===== src/hdl/assert_macros.svh =====
// Assertion helpers shared by the RTL. The simulation form checks the property
// on every rising clock edge outside reset; the synthesis form is empty.
`ifndef ASSERT_MACROS_SVH
`define ASSERT_MACROS_SVH

`ifndef SYNTHESIS

`define WRN_ASSERT_IMP(name, ck, rn, a, c) \
    name: assert property (@(posedge ck) disable iff (!(rn)) (a) |-> (c)) \
        else $error("assertion failed");

`define WRN_ASSERT_NXT(name, ck, rn, a, c) \
    name: assert property (@(posedge ck) disable iff (!(rn)) (a) |=> (c)) \
        else $error("assertion failed");

`else

`define WRN_ASSERT_IMP(name, ck, rn, a, c)

`define WRN_ASSERT_NXT(name, ck, rn, a, c)

`endif

`endif


===== src/hdl/wrn_pkg.sv =====
`default_nettype none
package wrn_pkg;

    localparam int ADDR_W = 3;

    localparam logic REG_UPDATE_ENABLE = 1'b0;
    localparam logic REG_VECTOR_LENGTH = 1'b1;

    localparam logic [63:0] SUM_ONE = 64'h0000_0001_0000_0000;
    localparam logic [31:0] VAR_ONE = 32'h0001_0000;

    typedef struct packed {
        logic [31:0] mean;
        logic [63:0] sum;
        logic [31:0] variance;
    } entry_t;

    localparam int ENTRY_W = $bits(entry_t);

    typedef struct packed {
        logic        start;
        logic [63:0] dividend;
        logic [31:0] divisor;
        logic [6:0]  iters;
    } div_req_t;

    typedef struct packed {
        logic        done;
        logic [63:0] quotient;
    } div_rsp_t;

    typedef struct packed {
        logic        start;
        logic [47:0] radicand;
    } sq_req_t;

    typedef struct packed {
        logic        done;
        logic [23:0] root;
    } sq_rsp_t;

endpackage
`default_nettype wire


===== src/hdl/wrn_sqrt.sv =====
`default_nettype none
// Digit-by-digit integer square root of a 48-bit value, one root bit per cycle.
module wrn_sqrt (
    input  wire logic             clk,
    input  wire logic             rst_n,
    input  wire wrn_pkg::sq_req_t req,
    output wrn_pkg::sq_rsp_t      rsp
);
    logic        busy_reg;
    logic [4:0]  cnt_reg;
    logic [47:0] rad_reg;
    logic [25:0] rem_reg;
    logic [23:0] root_reg;

    logic [27:0] pulled;
    logic [27:0] trial;
    logic        ge;

    always_comb
    begin
        pulled = {rem_reg, rad_reg[47:46]};
        trial  = {2'b00, root_reg, 2'b01};
        ge     = pulled >= trial;
    end

    always_ff @(posedge clk or negedge rst_n)
    begin
        if (!rst_n)
        begin
            busy_reg <= 1'b0;
            cnt_reg  <= '0;
        end
        else if (req.start)
        begin
            busy_reg <= 1'b1;
            cnt_reg  <= 5'd24;
            rad_reg  <= req.radicand;
            rem_reg  <= '0;
            root_reg <= '0;
        end
        else if (busy_reg)
        begin
            rem_reg  <= ge ? 26'(pulled - trial) : pulled[25:0];
            root_reg <= {root_reg[22:0], ge};
            rad_reg  <= {rad_reg[45:0], 2'b00};
            cnt_reg  <= cnt_reg - 5'd1;
            if (cnt_reg == 5'd1)
            begin
                busy_reg <= 1'b0;
            end
        end
    end

    assign rsp.done = !busy_reg && !req.start;
    assign rsp.root = root_reg;
endmodule
`default_nettype wire


===== config.mk =====
export PLATFORM = sky130hd
export DESIGN_NAME = wrn_sqrt
export DESIGN_NICKNAME = d
export VERILOG_FILES = /design/src/hdl/assert_macros.svh /design/src/hdl/wrn_pkg.sv /design/src/hdl/wrn_sqrt.sv
export SDC_FILE = /design/constraint.sdc
export NUM_CORES = 1
export LEC_CHECK = 0
export ABC_AREA = 1
export ABC_CLOCK_PERIOD_IN_PS = 8100
export BUFFER_PORTS_ARGS = -buffer_cell sky130_fd_sc_hd__buf_4
export CORE_MARGIN = 2
export CORE_UTILIZATION = 55
export DETAILED_ROUTE_END_ITERATION = 7
export PLACE_DENSITY = 0.76
export SETUP_SLACK_MARGIN = 0.5
export SLEW_MARGIN = 20
export SYNTH_ARGS = -nofsm -noshare
export SYNTH_HDL_FRONTEND = slang
export SYNTH_SLANG_ARGS = --single-unit
export TNS_END_PERCENT = 30

===== constraint.sdc =====
create_clock -name clk -period 8.1 [get_ports clk]
set_input_delay 1.215 -clock clk [delete_from_list [all_inputs] [get_ports clk]]
set_output_delay 1.215 -clock clk [all_outputs]
set_load 0.01 [all_outputs]

; Word-level counts from Yosys, hierarchy flattened
; Cells that the tools add are included.
[totals]
in_bits = 51
out_inout_bits = 25
ff_bits = 104
[classes]
mux = 10
n_reduce_logical = 5
order_cmp = 1
eq_ne = 1
addsub = 2
[ops]
columns = cell, n
row1 = 2-to-1 mux 48 bit, 2
row2 = 2-to-1 mux 26 bit, 2
row3 = >= comparator 28 x 26 -> 1 bit, 1
row4 = subtractor 26 bit, 1
row5 = 2-to-1 mux 24 bit, 1
row6 = 2-to-1 mux 5 bit, 2
row7 = "equality test 5 x 1 -> 1 bit, second input constant", 1
row8 = "subtractor 5 x 1 -> 5 bit, second input constant", 1
row9 = 2-to-1 mux 1 bit, 3
row10 = zero test 1 bit, 2
row11 = AND reduction 2 bit, 1
row12 = nonzero test 2 bit, 1
row13 = logical AND 1 bit, 1

; Longest topological paths before layout
[logic_depth]
depth_word = 4
ltp_mapped = 17
ltp_nobuf = 16

; Worst setup path before layout
; Ideal clock, no wire load.
[synth_path]
path_kind = input-to-reg
start = in req[48] (netlist name)
end = reg rad_reg[0], enable pin
arrival_time_ns = 3.831
stages = 4
path_buffers = 2
path_slack_ns = 3.815
setup_time_ns = 0.454
path_cell_list = clkbuf_1 -> nor2_1 -> clkbuf_1 -> nor2_1
[synth_via]
elab_chain_cells = 2
[synth_rtl]
columns = element, line
row1 = start: declaration, wrn_sqrt.sv:6  ; input wire wrn_pkg::sq_req_t req,
row2 = nonzero test 2 bit (no source line), n/a
row3 = AND reduction 2 bit (no source line), n/a
row4 = end signal: assignment, wrn_sqrt.sv:37  ; rad_reg <= req.radicand;
row5 = end signal: assignment, wrn_sqrt.sv:45  ; rad_reg <= {rad_reg[45:0], 2'b00};
row6 = end: declaration, wrn_sqrt.sv:11  ; logic [47:0] rad_reg;
; Every way passes these cells.
; A chain may end at the register's enable or synchronous reset.

==> impl_metrics.yaml <==
logic_synthesis:
  yosys_register_bits: 104
  synth_top_flop_cell: "sky130_fd_sc_hd__edfxtp_1"
  synth_enable_flop_cells: 98
  number_of_instances_in_the_synthesized_netlist: 901
  synthesis.area_per_instance_sq_um: 7.479
  ys_async_sr_fraction_pct: 5.769
  postSynthNetCount: 980
  number_of_distinct_library_cells_after_synthesis: 35
  yosysWarningCount: 0
  area_of_the_mapped_netlist_sq_um: 6739
  seq_area_frac_synth_pct: 45.90
detailed_routing:
  drt-initial-drc-count: 396
  drc: 0
  totalWireLength_um: 15060
  wl_per_instance_um: 13.54
  vias_per_cell: 5.150
  routed-via-count: 5727
  detail-route-antenna-nets: 0
  drt-pass1-iter-count: 5
power:
  cellPowerDensity_nw_per_um2: 210.0
  leakagePower_nw: 3.929
  ir_worst_vdd_uv: 126.3
final_layout:
  finish.net_count: 1039
  layout-drive-gt1-share_pct: 11.09
  n_fill_cell: 1080
  finalInstanceArea_sq_um: 7671
  largest_register_ffs: 48
  area_growth_pct: 13.83
  antenna_cells_inserted: 0
global_route:
  globalRouteOverflowTotal: 0
  grt_first_pass_wirelength_um: 24790
  globalRouteTotalUtil_pct: 23.91
  antenna_found_initial: 0
  pin_count_of_the_biggest_net_entering_global_routing: 63
  via_count_of_the_first_global_routing_pass: 5386
timing:
  finalCriticalPeriod_ps: 3684
  transition_at_the_pin_with_the_smallest_max_transition_slack_ps: 1004
  setup_viol_count_final: 0
  layout_worst_path_cycle_share_pct: 45.48
  slew_violations: 0
  timing.slew.headroom_pct: 33.06
  timing.setup.tns_ps: 0
  maximum_clock_skew_at_final_layout_ps: 7.044
  layout_setup_ws_ps: 4416
  fmaxAchievable_mhz: 271.4
  final_hold_viol_count: 0
  rsz0062_at_grt: "no"
run:
  timing.max_cap.violations: 0
worst_hold_path:
  hold_class: "flop to flop"
floorplan:
  floorplan_die_height_um: 114.7
  num_rows: 40
  design.portCount: 76
  coreArea_sq_um: 11960
  fp.dieArea_sq_um: 13150
  start_util_pct: 56.34
  floorplan.die.width_um: 114.7
critical_path:
  worstPathMaxFanout: 62
  crit_top_cell: "sky130_fd_sc_hd__buf_4"
  worstSetupEndpointType: "output port"
  cp.required_ps: 6880
  cp_data_arrival_time_ps: 2470
  critical_path_class: "input port to output port"
  slowest_delay_ps: 690
  startpoint_type: "input port"
  critical_path.n_buffers_inverters: 2
  crit_path_cell_trace: "buf_4 > nor2_1 > buf_4"
  cp_top_family: "simple AND/OR/NAND/NOR gates"
  worst_path_max_delay_cell: "sky130_fd_sc_hd__nor2_1"
placement:
  post_dp_cell_area_sq_um: 7380
  dpl_worst_slack_ps: 4412
  gpl.final_weighted_congestion: 0.9704
  dp_hpwl_um: 10780
  io_buffers: 75
cts:
  maximum_level_of_the_cts_h_tree: 3
  ctsResizeCount: 0
  ctsRootBufferMaster: "sky130_fd_sc_hd__clkbuf_16"
  clock_tree_from_tritoncts: "yes"
  clock_latency_on_the_worst_skew_pair_ps: 360
  total_clock_buffers_created_by_cts: 9
  clk_transition_reported_paths_ps: 70
  clock_sink_count: 104
  postCtsSetupBuffers: 0
  ctsLongestPathBuffers: 2
  hold_buffers: 0
status:
  outcome: "finished clean"
## routing by layer
layer	GRT usage, %	routed length [um]	vias up	part of all wire [%]
li1	-	-	3008	-
met1	31.03	6926	2534	46
met5	0	0	-	0
met3	3.864	729	34	4.8
met4	11.24	431	0	2.9
met2	39.33	6973	151	46
## power by group
| group | total, mW | leakage (nW) | switching [mW] | internal (mW) |
|---|---|---|---|---|
| registers | 0.688 | 1.05 | 0.0329 | 0.655 |
| clock network | 0.432 | 0.146 | 0.217 | 0.216 |
| logic | 0.491 | 2.73 | 0.309 | 0.181 |
## cell type report
cell class / count / area (sq um) / area share (%)
inverters: 144 / 540.5 / 7.046
flip-flops and latches: 104 / 3093 / 40.32
multi-input cells: 624 / 2984 / 38.90
clock buffers: 9 / 225.2 / 2.936
well taps: 147 / 183.9 / 2.398
clock inverters: 7 / 66.31 / 0.8645
repair buffers: 77 / 578.1 / 7.535
## kinds of logic (layout without fill, tap and decap cells)
logic type,count (synthesis),count (layout),synth area share [%]
simple gates,519,519,31.86
compound gates,65,65,5.551
buf+inv,173,237,9.933
fa+ha+maj,28,28,5.199
flops,104,104,45.90
xor+xnor,12,12,1.560
## cell usage after synthesis (2+ instances only)
library cell,n,area share (%)
sky130_fd_sc_hd__buf_1,7,0.39
sky130_fd_sc_hd__buf_2,3,0.22
sky130_fd_sc_hd__nor2_1,50,2.8
sky130_fd_sc_hd__a21oi_1,23,1.7
sky130_fd_sc_hd__xor2_1,7,0.91
sky130_fd_sc_hd__nand3b_1,3,0.33
sky130_fd_sc_hd__dfrtp_1,6,2.2
sky130_fd_sc_hd__edfxtp_1,98,44
sky130_fd_sc_hd__o22ai_1,24,2.2
sky130_fd_sc_hd__and2_1,2,0.19
sky130_fd_sc_hd__nand2_4,2,0.33
sky130_fd_sc_hd__o211ai_1,4,0.45
sky130_fd_sc_hd__ha_1,28,5.2
sky130_fd_sc_hd__buf_4,2,0.22
sky130_fd_sc_hd__nor2_2,2,0.19
sky130_fd_sc_hd__clkbuf_1,15,0.84
sky130_fd_sc_hd__nand4_1,29,2.7
sky130_fd_sc_hd__nand3_2,2,0.30
sky130_fd_sc_hd__nand3_1,42,3.1
sky130_fd_sc_hd__o21ai_0,10,0.74
sky130_fd_sc_hd__inv_2,3,0.17
sky130_fd_sc_hd__xnor2_1,5,0.65
sky130_fd_sc_hd__nand2_1,383,21
sky130_fd_sc_hd__inv_1,140,7.8
## per-stage QoR
stage	utilization [%]	cells	power (mW)	hold slack (ps)
finish	64.13	1112	1.611	504.6
global route	64.13	1112	1.711	523.2
CTS	64.13	1112	1.616	498.0
detailed placement	61.69	1096	1.187	489.2
global placement	61.69	1096	1.179	480.1
floorplan	-	901	1.058	457.2
## layout by cell type, fill, tap and decap left out, drive strengths merged
cell,synthesis,layout
a211oi,1,1
a21o,1,1
a21oi,24,24
and2,2,2
buf,13,77
clkbuf,16,9
clkinv,1,6
dfrtp,6,6
edfxtp,98,98
ha,28,28
inv,143,145
nand2,386,386
nand3,45,45
nand3b,3,3
nand4,29,29
nor2,53,53
nor3,1,1
o211ai,4,4
o21ai,11,11
o22ai,24,24
xnor2,5,5
xor2,7,7
## path summary, 6_finish.rpt
| check | startpoint | endpoint | slack (ps) | depth (start not counted) |
|---|---|---|---|---|
| hold reg to reg | cnt_reg[2] | cnt_reg[2] | 500 | 1 |
| setup / recovery | req[48] | rsp[24] | 4420 | 3 |
| setup reg to reg | rem_reg[16] | rem_reg[0] | 5250 | 13 |
| hold / removal | cnt_reg[2] | cnt_reg[2] | 500 | 1 |
| max in group asynchronous | rst_n | cnt_reg[1] | 6730 | 1 |
| min in group asynchronous | rst_n | cnt_reg[0] | 920 | 1 |
Note: power is estimated with default switching activity, not from simulation.
