**src/hdl/assert_macros.svh**
```systemverilog
// Assertion helpers shared by the RTL. The simulation form checks the property
// on every rising clock edge outside reset; the synthesis form is empty.
`ifndef ASSERT_MACROS_SVH
`define ASSERT_MACROS_SVH

`ifndef SYNTHESIS

`define WRN_ASSERT_IMP(name, ck, rn, a, c) \
    name: assert property (@(posedge ck) disable iff (!(rn)) (a) |-> (c)) \
        else $error("assertion failed");

`define WRN_ASSERT_NXT(name, ck, rn, a, c) \
    name: assert property (@(posedge ck) disable iff (!(rn)) (a) |=> (c)) \
        else $error("assertion failed");

`else

`define WRN_ASSERT_IMP(name, ck, rn, a, c)

`define WRN_ASSERT_NXT(name, ck, rn, a, c)

`endif

`endif

```
**src/hdl/wrn_pkg.sv**
```systemverilog
`default_nettype none
package wrn_pkg;

    localparam int ADDR_W = 3;

    localparam logic REG_UPDATE_ENABLE = 1'b0;
    localparam logic REG_VECTOR_LENGTH = 1'b1;

    localparam logic [63:0] SUM_ONE = 64'h0000_0001_0000_0000;
    localparam logic [31:0] VAR_ONE = 32'h0001_0000;

    typedef struct packed {
        logic [31:0] mean;
        logic [63:0] sum;
        logic [31:0] variance;
    } entry_t;

    localparam int ENTRY_W = $bits(entry_t);

    typedef struct packed {
        logic        start;
        logic [63:0] dividend;
        logic [31:0] divisor;
        logic [6:0]  iters;
    } div_req_t;

    typedef struct packed {
        logic        done;
        logic [63:0] quotient;
    } div_rsp_t;

    typedef struct packed {
        logic        start;
        logic [47:0] radicand;
    } sq_req_t;

    typedef struct packed {
        logic        done;
        logic [23:0] root;
    } sq_rsp_t;

endpackage
`default_nettype wire

```
**src/hdl/wrn_div.sv**
```systemverilog
`default_nettype none
// Restoring divider, one quotient bit per cycle. The dividend arrives
// left-aligned so that the number of iterations equals its significant width.
module wrn_div (
    input  wire logic              clk,
    input  wire logic              rst_n,
    input  wire wrn_pkg::div_req_t req,
    output wrn_pkg::div_rsp_t      rsp
);
    logic        busy_reg;
    logic [6:0]  cnt_reg;
    logic [31:0] rem_reg;
    logic [31:0] divisor_reg;
    logic [63:0] dvd_reg;
    logic [63:0] quo_reg;

    logic [32:0] trial;
    logic        ge;
    logic [31:0] rem_next;

    always_comb
    begin
        trial    = {rem_reg, dvd_reg[63]};
        ge       = trial >= {1'b0, divisor_reg};
        rem_next = ge ? 32'(trial - {1'b0, divisor_reg}) : trial[31:0];
    end

    always_ff @(posedge clk or negedge rst_n)
    begin
        if (!rst_n)
        begin
            busy_reg <= 1'b0;
            cnt_reg  <= '0;
        end
        else if (req.start)
        begin
            busy_reg    <= 1'b1;
            cnt_reg     <= req.iters;
            rem_reg     <= '0;
            divisor_reg <= req.divisor;
            dvd_reg     <= req.dividend;
            quo_reg     <= '0;
        end
        else if (busy_reg)
        begin
            rem_reg <= rem_next;
            dvd_reg <= {dvd_reg[62:0], 1'b0};
            quo_reg <= {quo_reg[62:0], ge};
            cnt_reg <= cnt_reg - 7'd1;
            if (cnt_reg == 7'd1)
            begin
                busy_reg <= 1'b0;
            end
        end
    end

    assign rsp.done     = !busy_reg && !req.start;
    assign rsp.quotient = quo_reg;
endmodule
`default_nettype wire

```
**config.mk**
```make
export PLATFORM = sky130hd
export DESIGN_NAME = wrn_div
export DESIGN_NICKNAME = d
export VERILOG_FILES = /design/src/hdl/assert_macros.svh /design/src/hdl/wrn_pkg.sv /design/src/hdl/wrn_div.sv
export SDC_FILE = /design/constraint.sdc
export NUM_CORES = 1
export LEC_CHECK = 0
export BUFFER_PORTS_ARGS = -buffer_cell sky130_fd_sc_hd__buf_2
export CORE_ASPECT_RATIO = 0.7
export CORE_MARGIN = 2
export CORE_UTILIZATION = 55
export CTS_CLUSTER_SIZE = 24
export DETAILED_ROUTE_END_ITERATION = 7
export PLACE_DENSITY = 0.82
export RECOVER_POWER = 25
export SLEW_MARGIN = 20
export SYNTH_ARGS = -nofsm -noshare
export SYNTH_HDL_FRONTEND = slang
export SYNTH_SLANG_ARGS = --single-unit
```
**constraint.sdc**
```tcl
create_clock -name clk -period 6.89 [get_ports clk]
set_clock_uncertainty 0.2 [all_clocks]
set_input_delay 0.3445 -clock clk [delete_from_list [all_inputs] [get_ports clk]]
set_output_delay 0.3445 -clock clk [all_outputs]
set_load 0.05 [all_outputs]
```
# [Word level (Yosys, flattened, before mapping)]
# Cells that the tools add are included.
[totals] out_inout_bits=65 in_bits=106 ff_bits=200 wordCells=26
[classes] addsub=2 n_eq_ne=1 mux=10 reduce_logical=6 order_cmp=1
[op_table] operator="two-way mux 64 bit" count=3
[op_table] operator="two-way mux 32 bit" count=2
[op_table] operator="greater-or-equal comparator 33 x 32 -> 1 bit" count=1
[op_table] operator="subtractor 32 bit" count=1
[op_table] operator="two-way mux 7 bit" count=2
[op_table] operator="equality test 7 x 1 -> 1 bit (second input constant)" count=1
[op_table] operator="subtractor 7 x 1 -> 7 bit (second input constant)" count=1
[op_table] operator="AND reduction 2 bit" count=2
[op_table] operator="two-way mux 1 bit" count=3
[op_table] operator="zero test 1 bit" count=2
[op_table] operator="nonzero test 2 bit" count=1
[op_table] operator="logical AND 1 bit" count=1

# [Longest topological paths before layout]
# Gate-level depths: netlist of the first run.
[depth] word_depth=4 depth_mapped=12

# [Worst setup path before layout of the first run]
# OpenSTA, ideal clock, no wires.
[synth_timing] path_type="input -> register" start="input port req[103] (netlist bit)" end="register dvd_reg[0] (enable)" path_slack_ns=2.377 stages=3 arrival_time_ns=3.821 n_path_buf=1 required_ns=6.197 cell_sequence="clkbuf_1 > nor2_1 > nor2b_1"
[synth_via] elab_chain_len=2
[synth_rtl] item="from (decl)" line="wrn_div.sv:7" text="input wire wrn_pkg::div_req_t req,"
[synth_rtl] item="nonzero test 2 bit (no line)"
[synth_rtl] item="AND reduction 2 bit (no line)"
[synth_rtl] item="to (signal assigned)" line="wrn_div.sv:41" text="dvd_reg <= req.dividend;"
[synth_rtl] item="to (signal assigned)" line="wrn_div.sv:47" text="dvd_reg <= {dvd_reg[62:0], 1'b0};"
[synth_rtl] item="to (decl)" line="wrn_div.sv:14" text="logic [63:0] dvd_reg;"
# Every way passes these cells.
# A chain may end at the register's enable or synchronous reset.

# [Worst setup path in the final report of the first run]
[layout_timing] start="input port rst_n" end="register dvd_reg[57] (enable)"
[layout_via] elab_chain_len=1
[layout_rtl] item="from (decl)" line="wrn_div.sv:6" text="input wire logic rst_n,"
[layout_rtl] item="AND reduction 2 bit (no line)"
# Every way passes these cells.

==> results.sh, run 1 <==
export IMPL_fillCellCount=1383
export IMPL_crit_type="in2reg"
export IMPL_fin_crit_sh=0.592
export IMPL_status="finished, violations left"
export IMPL_path_max_fanout=63
export IMPL_synth_top_area_frac=0.536
export IMPL_ys_ff_latch=200
export IMPL_end_kind="register"
export IMPL_ff2ff_setup_slack_ps=3320
export IMPL_yosys_warnings=0
export IMPL_worst_setup_path_start_kind="input pin"
export IMPL_post_cts_resized=0
export IMPL_violations="max-capacitance violations, max-slew violations"
export IMPL_timing_rr_end="rem_reg[10]"
export IMPL_synth_async_reset_ratio=0.0400
export IMPL_hold_viol_final=0
export IMPL_cts_htree_levels=4
export IMPL_vias=7897
export IMPL_final_cell_mix="192 x edfxtp_1, 153 x buf_2, 109 x nor2_1, 73 x mux2i_1, 63 x mux2_2"
export IMPL_rsz0062_at_grt="no"
export IMPL_synthToLayoutAreaGrowth_pct=21.1
export IMPL_reg2reg_depth=12
export IMPL_hpwl_mm=15.5
export IMPL_power_density_mw_per_mm2=279
export IMPL_critPathRequiredTime_ps=6760
export IMPL_clk_pin_slew_worst_paths_ps=80
export IMPL_die_h_um=121
export IMPL_seqCellArea_sq_mm=0.00597
export IMPL_arrival_ps=3950
export IMPL_wl_mm=23.9
export IMPL_multi_input_area_sq_mm=0.00438
export IMPL_fmax_mhz=245
export IMPL_cts_made_buffers=17
export IMPL_synth_edf_count=192
export IMPL_drtIter0Drc=748
export IMPL_layout_commonest_cell="edfxtp_1"
export IMPL_tightest_slew_ps=3410
export IMPL_die_w_um=171
export IMPL_grt_overflow_total=0
export IMPL_place_port_buffers=170
export IMPL_cts_setup_buffers=0
export IMPL_cts_sinks=200
export IMPL_avgRoutedWirePerCell_um=17.1
export IMPL_synth_area_leader_cell="edfxtp_1"
export IMPL_synth_cell_type_count=61
export IMPL_syn_num_nets=1051
export IMPL_cts_tree="yes"
export IMPL_cts_buffer_depth=2
export IMPL_gr_usage_all_layers=0.233
export IMPL_syn_inst=910
export IMPL_synth_cell_area_sq_mm=0.0107
export IMPL_ir_drop_mv=0.178
export IMPL_grt_pass1_vias=7451
export IMPL_dieArea_sq_mm=0.0207
export IMPL_min_delay_path_depth=2
export IMPL_core_sq_mm=0.0190
export IMPL_finalSetupTns_ps=0
export IMPL_final_max_slew_viol_count=60
export IMPL_clk_latency_ps=440
export IMPL_drive_gt1_frac=0.238
export IMPL_final_nets=1259
export IMPL_finalCriticalPeriod_ps=4080
export IMPL_ios=171
export IMPL_routabilityCongestion=0.996
export IMPL_max_slew_margin=-1.28
export IMPL_ys_seq_area_frac=0.555
export IMPL_route_detailed_drc=0
export IMPL_avgSynthCellArea_sq_um=11.8
export IMPL_ant_nets=0
export IMPL_cap_violations=1
export IMPL_setup_viol=0
export IMPL_grt_max_degree=88
export IMPL_antenna_found_initial=0
export IMPL_p_leak_nw=5.62
export IMPL_vias_per_cell=5.66
export IMPL_fp_row_count=42
export IMPL_dr_pass1_iters=5
export IMPL_grt_pass1_wl_mm=38.0
export IMPL_yosys_top_cells_area="edfxtp_1 54%, mux2i_1 6.8%, mux2_2 6.6%, ha_1 4.0%, nor2_1 3.8%"
export IMPL_diodes=0
export IMPL_synth_top_flop_cell="edfxtp_1"
export IMPL_cts_root_buf="clkbuf_16"
export IMPL_min_from="req[88]"
export IMPL_min_path_type="in2reg"
export IMPL_worstReg2RegStart="dvd_reg[63]"
export IMPL_start_util=0.565
export IMPL_post_route_util=0.684
export IMPL_hold_path_end="dvd_reg[49]"
==> final cells by class <==
cell class | instances | area share
Clock buffer | 17 | 0.0327
Clock inverter | 15 | 0.0168
Inverter | 49 | 0.0141
Multi-Input combinational cell | 611 | 0.336
Sequential cell | 200 | 0.459
Tap cell | 264 | 0.0254
Timing Repair Buffer | 239 | 0.116
==> cell usage after synthesis, types with 10 or more instances <==
library cell	n
a211oi_1	15
a21o_1	10
a21oi_1	35
a311oi_1	14
clkbuf_1	26
edfxtp_1	192
ha_1	34
inv_1	49
mux2_2	63
mux2i_1	73
nand2_1	61
nand3_1	20
nor2_1	109
nor3_1	13
o21ai_0	21
o21ai_1	12
xnor2_1	18
xor2_1	11
==> how the worst max path moves through the flow <==
stage	endpoint	cells after the start	start
6_report	dvd_reg[57]	3	rst_n
5_1_grt	dvd_reg[57]	3	rst_n
4_1_cts	rem_reg[10]	12	dvd_reg[63]
3_5_place_dp	rem_reg[23]	10	rem_reg[4]
3_3_place_gp	rem_reg[31]	10	rem_reg[4]
2_1_floorplan	dvd_reg[0]	3	req[103]
==> per-stage QoR <==
| step | worst slack, ps | hold slack, ps | cells | power (mW) | instance area (sq um) |
|---|---|---|---|---|---|
| floorplan | 2380 | -151 | 910 | 2.30 | 10700 |
| global placement | 3590 | 321 | 1301 | 2.50 | 11800 |
| detailed placement | 3560 | 323 | 1301 | 2.52 | 11800 |
| CTS | 3450 | 0.812 | 1394 | 3.63 | 13000 |
| global route | 2440 | 1.18 | 1395 | 3.79 | 13000 |
| finish | 2810 | 8.23 | 1395 | 3.63 | 13000 |
==> routing by layer <==
layer	share of wire	up-vias	global-route usage
met5	0	-	0
met4	0.014	0	0.0625
met3	0.072	30	0.0408
met2	0.44	342	0.353
met1	0.48	3729	0.346
li1	-	3796	-
==> where the power goes <==
part | internal [mW] | leakage (nW) | switching (mW)
clock network | 0.566 | 0.306 | 0.516
logic | 0.387 | 3.32 | 0.609
registers | 1.48 | 2.00 | 0.0716
total | 2.43 | 5.62 | 1.20
==> logic make-up after synthesis <==
| logic type | count (synthesis) | synth area share |
|---|---|---|
| and+or+nand+nor | 242 | 0.100 |
| buffers and inverters | 99 | 0.0381 |
| AOI/OAI and AO/OA | 169 | 0.107 |
| muxes | 136 | 0.134 |
| adders and majority gates | 35 | 0.0414 |
| DFF | 200 | 0.555 |
| xor gates and xnor gates | 29 | 0.0236 |
==> critical path, stage by stage <==
cell      delay, ps
clkbuf_1       2350
nor2b_4         530
buf_4           650
==> timing repair <==
| item | CTS | global route |
|---|---|---|
| endpoints found under the hold margin | 61 | 1 |
| setup endpoints to repair | 0 | 0 |
| hold buffers | 61 | 1 |
Note: power is estimated with default switching activity, not from simulation.
==> run 2, diff against run 1 <==
==> constraint.sdc (replaced) <==
create_clock -name clk -period 3.85 [get_ports clk]
set_clock_uncertainty 0.2 [all_clocks]
set_input_delay 0.1925 -clock clk [delete_from_list [all_inputs] [get_ports clk]]
set_output_delay 0.1925 -clock clk [all_outputs]
set_load 0.05 [all_outputs]
==> results.sh, run 2 (same netlist as run 1, synthesis figures left out) <==
export IMPL_seqPwrFrac=0.433
export IMPL_die_w_um=171
export IMPL_hold_viol_final=0
export IMPL_status="finished clean"
export IMPL_dieArea_sq_mm=0.0207
export IMPL_critPathTopFamily="compound AO/OA/AOI/OAI gates"
export IMPL_grt_pass1_vias=7998
export IMPL_top_layer="met4"
export IMPL_ant_nets=0
export IMPL_cap_violations=0
export IMPL_routabilityCongestion=0.981
export IMPL_critical_path_startpoint="rem_reg[4]"
export IMPL_max_slew_margin=0.111
export IMPL_fin_crit_sh=0.926
export IMPL_end_kind="register"
export IMPL_worstReg2RegStart="rem_reg[4]"
export IMPL_finalCriticalPeriod_ps=3570
export IMPL_grt_pass1_wl_mm=41.0
export IMPL_rsz0062_at_grt="no"
export IMPL_timing_rr_end="rem_reg[3]"
export IMPL_p_sw_mw=2.17
export IMPL_fin_cells=1440
export IMPL_p_clk_frac=0.282
export IMPL_final_nets=1304
export IMPL_final_max_slew_viol_count=0
export IMPL_arrival_ps=3630
export IMPL_fmax_mhz=280
export IMPL_crit_top_cell="a211oi_1"
export IMPL_grt_max_degree=90
export IMPL_route_detailed_drc=0
export IMPL_gr_usage_all_layers=0.255
export IMPL_drtIter0Drc=948
export IMPL_cts_tree="yes"
export IMPL_start_util=0.565
export IMPL_sw_frac_of_total=0.339
export IMPL_setup_viol=0
export IMPL_fp_row_count=42
export IMPL_place_area_sq_mm=0.0118
export IMPL_reg2reg_depth=10
export IMPL_core_sq_mm=0.0190
export IMPL_met1_length_mm=11.7
export IMPL_cts_root_buf="clkbuf_16"
export IMPL_ir_drop_mv=0.260
export IMPL_drive_gt1_frac=0.200
export IMPL_power_density_mw_per_mm2=480
export IMPL_p_int_mw=4.25
export IMPL_avgRoutedWirePerCell_um=18.3
export IMPL_wl_mm=26.4
export IMPL_crit_buf_inv=1
export IMPL_ff2ff_setup_slack_ps=280
export IMPL_critPathSlowestCell="a211oi_1"
export IMPL_cp_slowest_stage_delay_ps=480
export IMPL_cts_buffer_depth=2
export IMPL_grt_overflow_total=0
export IMPL_fillCellCount=1365
export IMPL_crit_type="reg2reg"
export IMPL_ios=171
export IMPL_worst_path_stages=10
export IMPL_synthToLayoutAreaGrowth_pct=24.5
export IMPL_wl_met3_mm=1.79
export IMPL_final_cell_mix="192 x edfxtp_1, 122 x buf_2, 109 x nor2_1, 104 x dlygate4sd3_1, 73 x mux2i_1"
export IMPL_placed_cells=1304
export IMPL_layout_commonest_cell="edfxtp_1"
export IMPL_cts_sinks=200
export IMPL_crit_end="rem_reg[3]"
export IMPL_comb_power_share=0.285
export IMPL_finalPower_mw=6.42
export IMPL_min_path_type="in2reg"
export IMPL_diodes=0
export IMPL_tightest_slew_ps=1330
export IMPL_place_port_buffers=170
export IMPL_p_leak_nw=5.70
export IMPL_vias_per_cell=5.68
export IMPL_die_h_um=121
export IMPL_finalSetupTns_ps=0
export IMPL_design_area_sq_mm=0.0134
export IMPL_critPathRequiredTime_ps=3920
export IMPL_clk_latency_ps=450
export IMPL_antenna_found_initial=1
export IMPL_path_max_fanout=18
export IMPL_dr_wl_met2_mm=12.3
export IMPL_dr_pass1_iters=5
export IMPL_vias=8180
export IMPL_clk_pin_slew_worst_paths_ps=70
export IMPL_cts_htree_levels=4
export IMPL_hpwl_mm=16.1
export IMPL_path_cells="ha_1 > o21a_1 > o211a_1 > a21oi_1 > nand3_1 > a211oi_1 > nor2_2 > buf_4 > mux2i_1 > a211oi_1"
export IMPL_cts_made_buffers=17
export IMPL_worst_setup_path_start_kind="register"
-- run 2: cell type report --
type	count	area, sq um	share of cell area
clock buffers	18	429	0.0321
flip-flops and latches	200	5970	0.446
clock inverters	14	178	0.0133
well taps	264	330	0.0247
multi-input cells	611	4370	0.327
repair buffers	284	1920	0.144
inverters	49	184	0.0137
-- run 2: timing repair --
action	4_1_cts	5_1_grt
gates resized for setup	0	0
buffers inserted	0	0
hold endpoints to repair	126	0
hold buffers	104	0
-- run 2: metrics by stage --
stage / setup slack, ps / utilization / hold slack (ps)
after detailed placement: 419 / 0.621 / 171
final: 284 / 0.704 / 81.8
after global placement: 559 / 0.621 / 170
after CTS: 392 / 0.708 / 60.5
after floorplan: 696 / - / -303
after global routing: 110 / 0.704 / 94.1
-- run 2: worst register-to-register path, delay by kind of cell, from the launching register on --
| family | cells | cell delay (ps) |
|---|---|---|
| AO/OA/AOI/OAI | 5 | 1540 |
| AND/OR/NAND/NOR | 2 | 390 |
| buffers and inverters | 1 | 270 |
| multiplexers | 1 | 160 |
| adder cells (fa/ha/maj) | 1 | 400 |
| flip-flops | 1 | 440 |
-- run 2: how the worst min path moves through the flow --
stage,start,to,slack [ps],cells after the start
after floorplan,rst_n,busy_reg,-300,0
after global placement,req[26],divisor_reg[19],170,1
after detailed placement,req[18],divisor_reg[11],170,1
after CTS,req[103],busy_reg,60,3
after global routing,req[103],quo_reg[35],90,2
final,req[103],rem_reg[21],80,2
-- run 2: per-layer routing --
layer / vias to the layer above / track usage
met2: 344 / 0.417
met4: 0 / 0.0874
met3: 47 / 0.0535
met1: 3902 / 0.341
met5: - / 0
li1: 3887 / -
-- run 2: power groups by stage --
| stage | Clock, mW | Sequential [mW] | Combinational (mW) |
|---|---|---|---|
| 3_5_place_dp | 0 | 2.82 | 1.70 |
| 4_1_cts | 1.83 | 2.77 | 1.79 |
| 5_1_grt | 1.92 | 2.80 | 1.98 |
| 3_3_place_gp | 0 | 2.80 | 1.66 |
| 6_report | 1.81 | 2.78 | 1.83 |
| 2_1_floorplan | 0 | 2.93 | 1.18 |
==> run 3, diff against run 2 <==
--- a/config.mk
+++ b/config.mk
@@ -5,13 +5,14 @@
 export SDC_FILE = /design/constraint.sdc
 export NUM_CORES = 1
 export LEC_CHECK = 0
+export ABC_AREA = 1
 export BUFFER_PORTS_ARGS = -buffer_cell sky130_fd_sc_hd__buf_2
 export CORE_ASPECT_RATIO = 0.7
 export CORE_MARGIN = 2
 export CORE_UTILIZATION = 55
 export CTS_CLUSTER_SIZE = 24
 export DETAILED_ROUTE_END_ITERATION = 7
-export PLACE_DENSITY = 0.82
+export PLACE_DENSITY = 0.81
 export RECOVER_POWER = 25
 export SLEW_MARGIN = 20
 export SYNTH_ARGS = -nofsm -noshare
==> results.sh, run 3 <==
export IMPL_placed_cells=1718
export IMPL_syn_inst=1310
export IMPL_ys_seq_area_frac=0.529
export IMPL_place_area_sq_mm=0.0124
export IMPL_clk_pin_slew_worst_paths_ps=80
export IMPL_fillCellCount=1442
export IMPL_dp_slack_ps=874
export IMPL_violations="max-capacitance violations, max-slew violations"
export IMPL_dr_pass1_iters=5
export IMPL_vias=9988
export IMPL_cap_violations=2
export IMPL_gr_usage_all_layers=0.294
export IMPL_cts_made_buffers=17
export IMPL_cts_buffer_depth=2
export IMPL_finalSetupTns_ps=0
export IMPL_grt_pass1_vias=9620
export IMPL_tightest_slew_ps=2720
export IMPL_synth_area_leader_cell="edfxtp_1"
export IMPL_critPathRequiredTime_ps=3970
export IMPL_fin_crit_sh=0.794
export IMPL_yosys_warnings=0
export IMPL_dr_wl_met2_mm=14.1
export IMPL_start_util=0.565
export IMPL_grt_max_degree=70
export IMPL_synth_top_flop_cell="edfxtp_1"
export IMPL_place_port_buffers=170
export IMPL_arrival_ps=3180
export IMPL_dieArea_sq_mm=0.0217
export IMPL_drtIter0Drc=1032
export IMPL_power_density_mw_per_mm2=453
export IMPL_setup_viol=0
export IMPL_ios=171
export IMPL_synth_cell_type_count=42
export IMPL_met1_length_mm=13.7
export IMPL_finalCriticalPeriod_ps=3060
export IMPL_cts_sinks=200
export IMPL_cts_htree_levels=4
export IMPL_final_nets=1717
export IMPL_status="finished, violations left"
export IMPL_hpwl_mm=20.2
export IMPL_clk_latency_ps=450
export IMPL_crit_type="reg2reg"
export IMPL_final_cell_mix="481 x nand2_1, 224 x inv_1, 192 x edfxtp_1, 168 x buf_2, 109 x dlygate4sd3_1"
export IMPL_path_max_fanout=34
export IMPL_routabilityCongestion=0.950
export IMPL_fp_row_count=43
export IMPL_grt_pass1_wl_mm=49.3
export IMPL_design_area_sq_mm=0.0141
export IMPL_top_layer="met4"
export IMPL_die_w_um=175
export IMPL_fmax_mhz=327
export IMPL_antenna_found_initial=0
export IMPL_wl_mm=31.2
export IMPL_p_leak_nw=6.89
export IMPL_yosys_top_cells_area="edfxtp_1 51%, nand2_1 16%, inv_1 7.5%, ha_1 3.8%, nand3_1 3.7%"
export IMPL_drive_gt1_frac=0.174
export IMPL_ys_ff_latch=200
export IMPL_syn_num_nets=1451
export IMPL_rsz0062_at_grt="no"
export IMPL_synth_edf_count=192
export IMPL_diodes=0
export IMPL_final_max_slew_viol_count=133
export IMPL_synth_cell_area_sq_mm=0.0113
export IMPL_max_slew_margin=-0.814
export IMPL_hold_viol_final=0
export IMPL_vias_per_cell=5.37
export IMPL_whs_ps=20.2
export IMPL_worst_setup_path_start_kind="register"
export IMPL_post_route_util=0.704
export IMPL_die_h_um=124
export IMPL_core_sq_mm=0.0200
export IMPL_min_path_type="in2async"
export IMPL_layout_commonest_cell="nand2_1"
export IMPL_fin_cells=1859
export IMPL_synth_most_common_cell="nand2_1"
export IMPL_synth_common_cells="481 x nand2_1, 226 x inv_1, 192 x edfxtp_1"
export IMPL_cts_root_buf="clkbuf_16"
export IMPL_finalWorstSetupSlack_ps=793
export IMPL_synthToLayoutAreaGrowth_pct=24.5
export IMPL_synth_top_area_frac=0.511
export IMPL_route_detailed_drc=0
export IMPL_grt_overflow_total=0
export IMPL_end_kind="register"
export IMPL_avgRoutedWirePerCell_um=16.8
export IMPL_ant_nets=0
export IMPL_cts_setup_buffers=0
export IMPL_ir_drop_mv=0.340
export IMPL_finalPower_mw=6.37
export IMPL_cts_tree="yes"
export IMPL_wl_met3_mm=2.73
export IMPL_avgSynthCellArea_sq_um=8.62
export IMPL_synth_async_reset_ratio=0.0400
==> run 3: metal layers <==
| metal | GRT usage | vias up |
|---|---|---|
| met4 | 0.0896 | 0 |
| met5 | 0 | - |
| met1 | 0.414 | 4652 |
| li1 | - | 4771 |
| met3 | 0.0598 | 53 |
| met2 | 0.465 | 512 |
==> run 3: critical path: stages (launching register included) <==
cell,delay (ps)
edfxtp_1,500
ha_1,460
nand2_1,120
nand2_1,100
inv_1,90
nand2_1,70
inv_1,50
nand2_1,60
inv_1,70
nand2_1,100
nand2_4,160
nand2_8,200
nor2_8,490
nand2_1,120
nand3_1,110
==> run 3: cells by family after synthesis <==
logic type,after synthesis,synth area share
xor+xnor,17,0.0132
fa+ha+maj,35,0.0395
buf+inv,272,0.0955
compound gates,101,0.0558
flops,200,0.529
simple gates,685,0.268
==> run 3: final cells by class <==
type | count | area (sq um) | share of cell area
Sequential cell | 200 | 5970 | 0.424
Multi-Input combinational cell | 838 | 4260 | 0.303
Timing Repair Buffer | 288 | 2020 | 0.143
Inverter | 231 | 867 | 0.0617
Clock buffer | 18 | 439 | 0.0312
Tap cell | 270 | 338 | 0.0240
Clock inverter | 14 | 171 | 0.0122
==> run 3: final timing paths <==
check                      slack (ps)             end   startpoint  cells after the start
setup reg to reg                  790     rem_reg[19]  rem_reg[15]                     14
setup / recovery                  790     rem_reg[19]  rem_reg[15]                     14
max in group asynchronous        3130      cnt_reg[6]        rst_n                      2
min in group clk                  250  divisor_reg[2]       req[9]                      2
hold / removal                     20      cnt_reg[1]        rst_n                      2
hold reg to reg                   310     dvd_reg[57]  dvd_reg[56]                      2
==> run 3: timing repair <==
action                                 CTS  global route
hold buffers                           109             0
resized for setup                        0             0
endpoints found under the hold margin  130             0
==> run 3: power breakdown <==
group	switching (mW)	internal, mW	total (mW)
combinational	1.16	0.585	1.75
sequential	0.121	2.64	2.76
clock	0.919	0.953	1.87
total	2.20	4.17	6.37
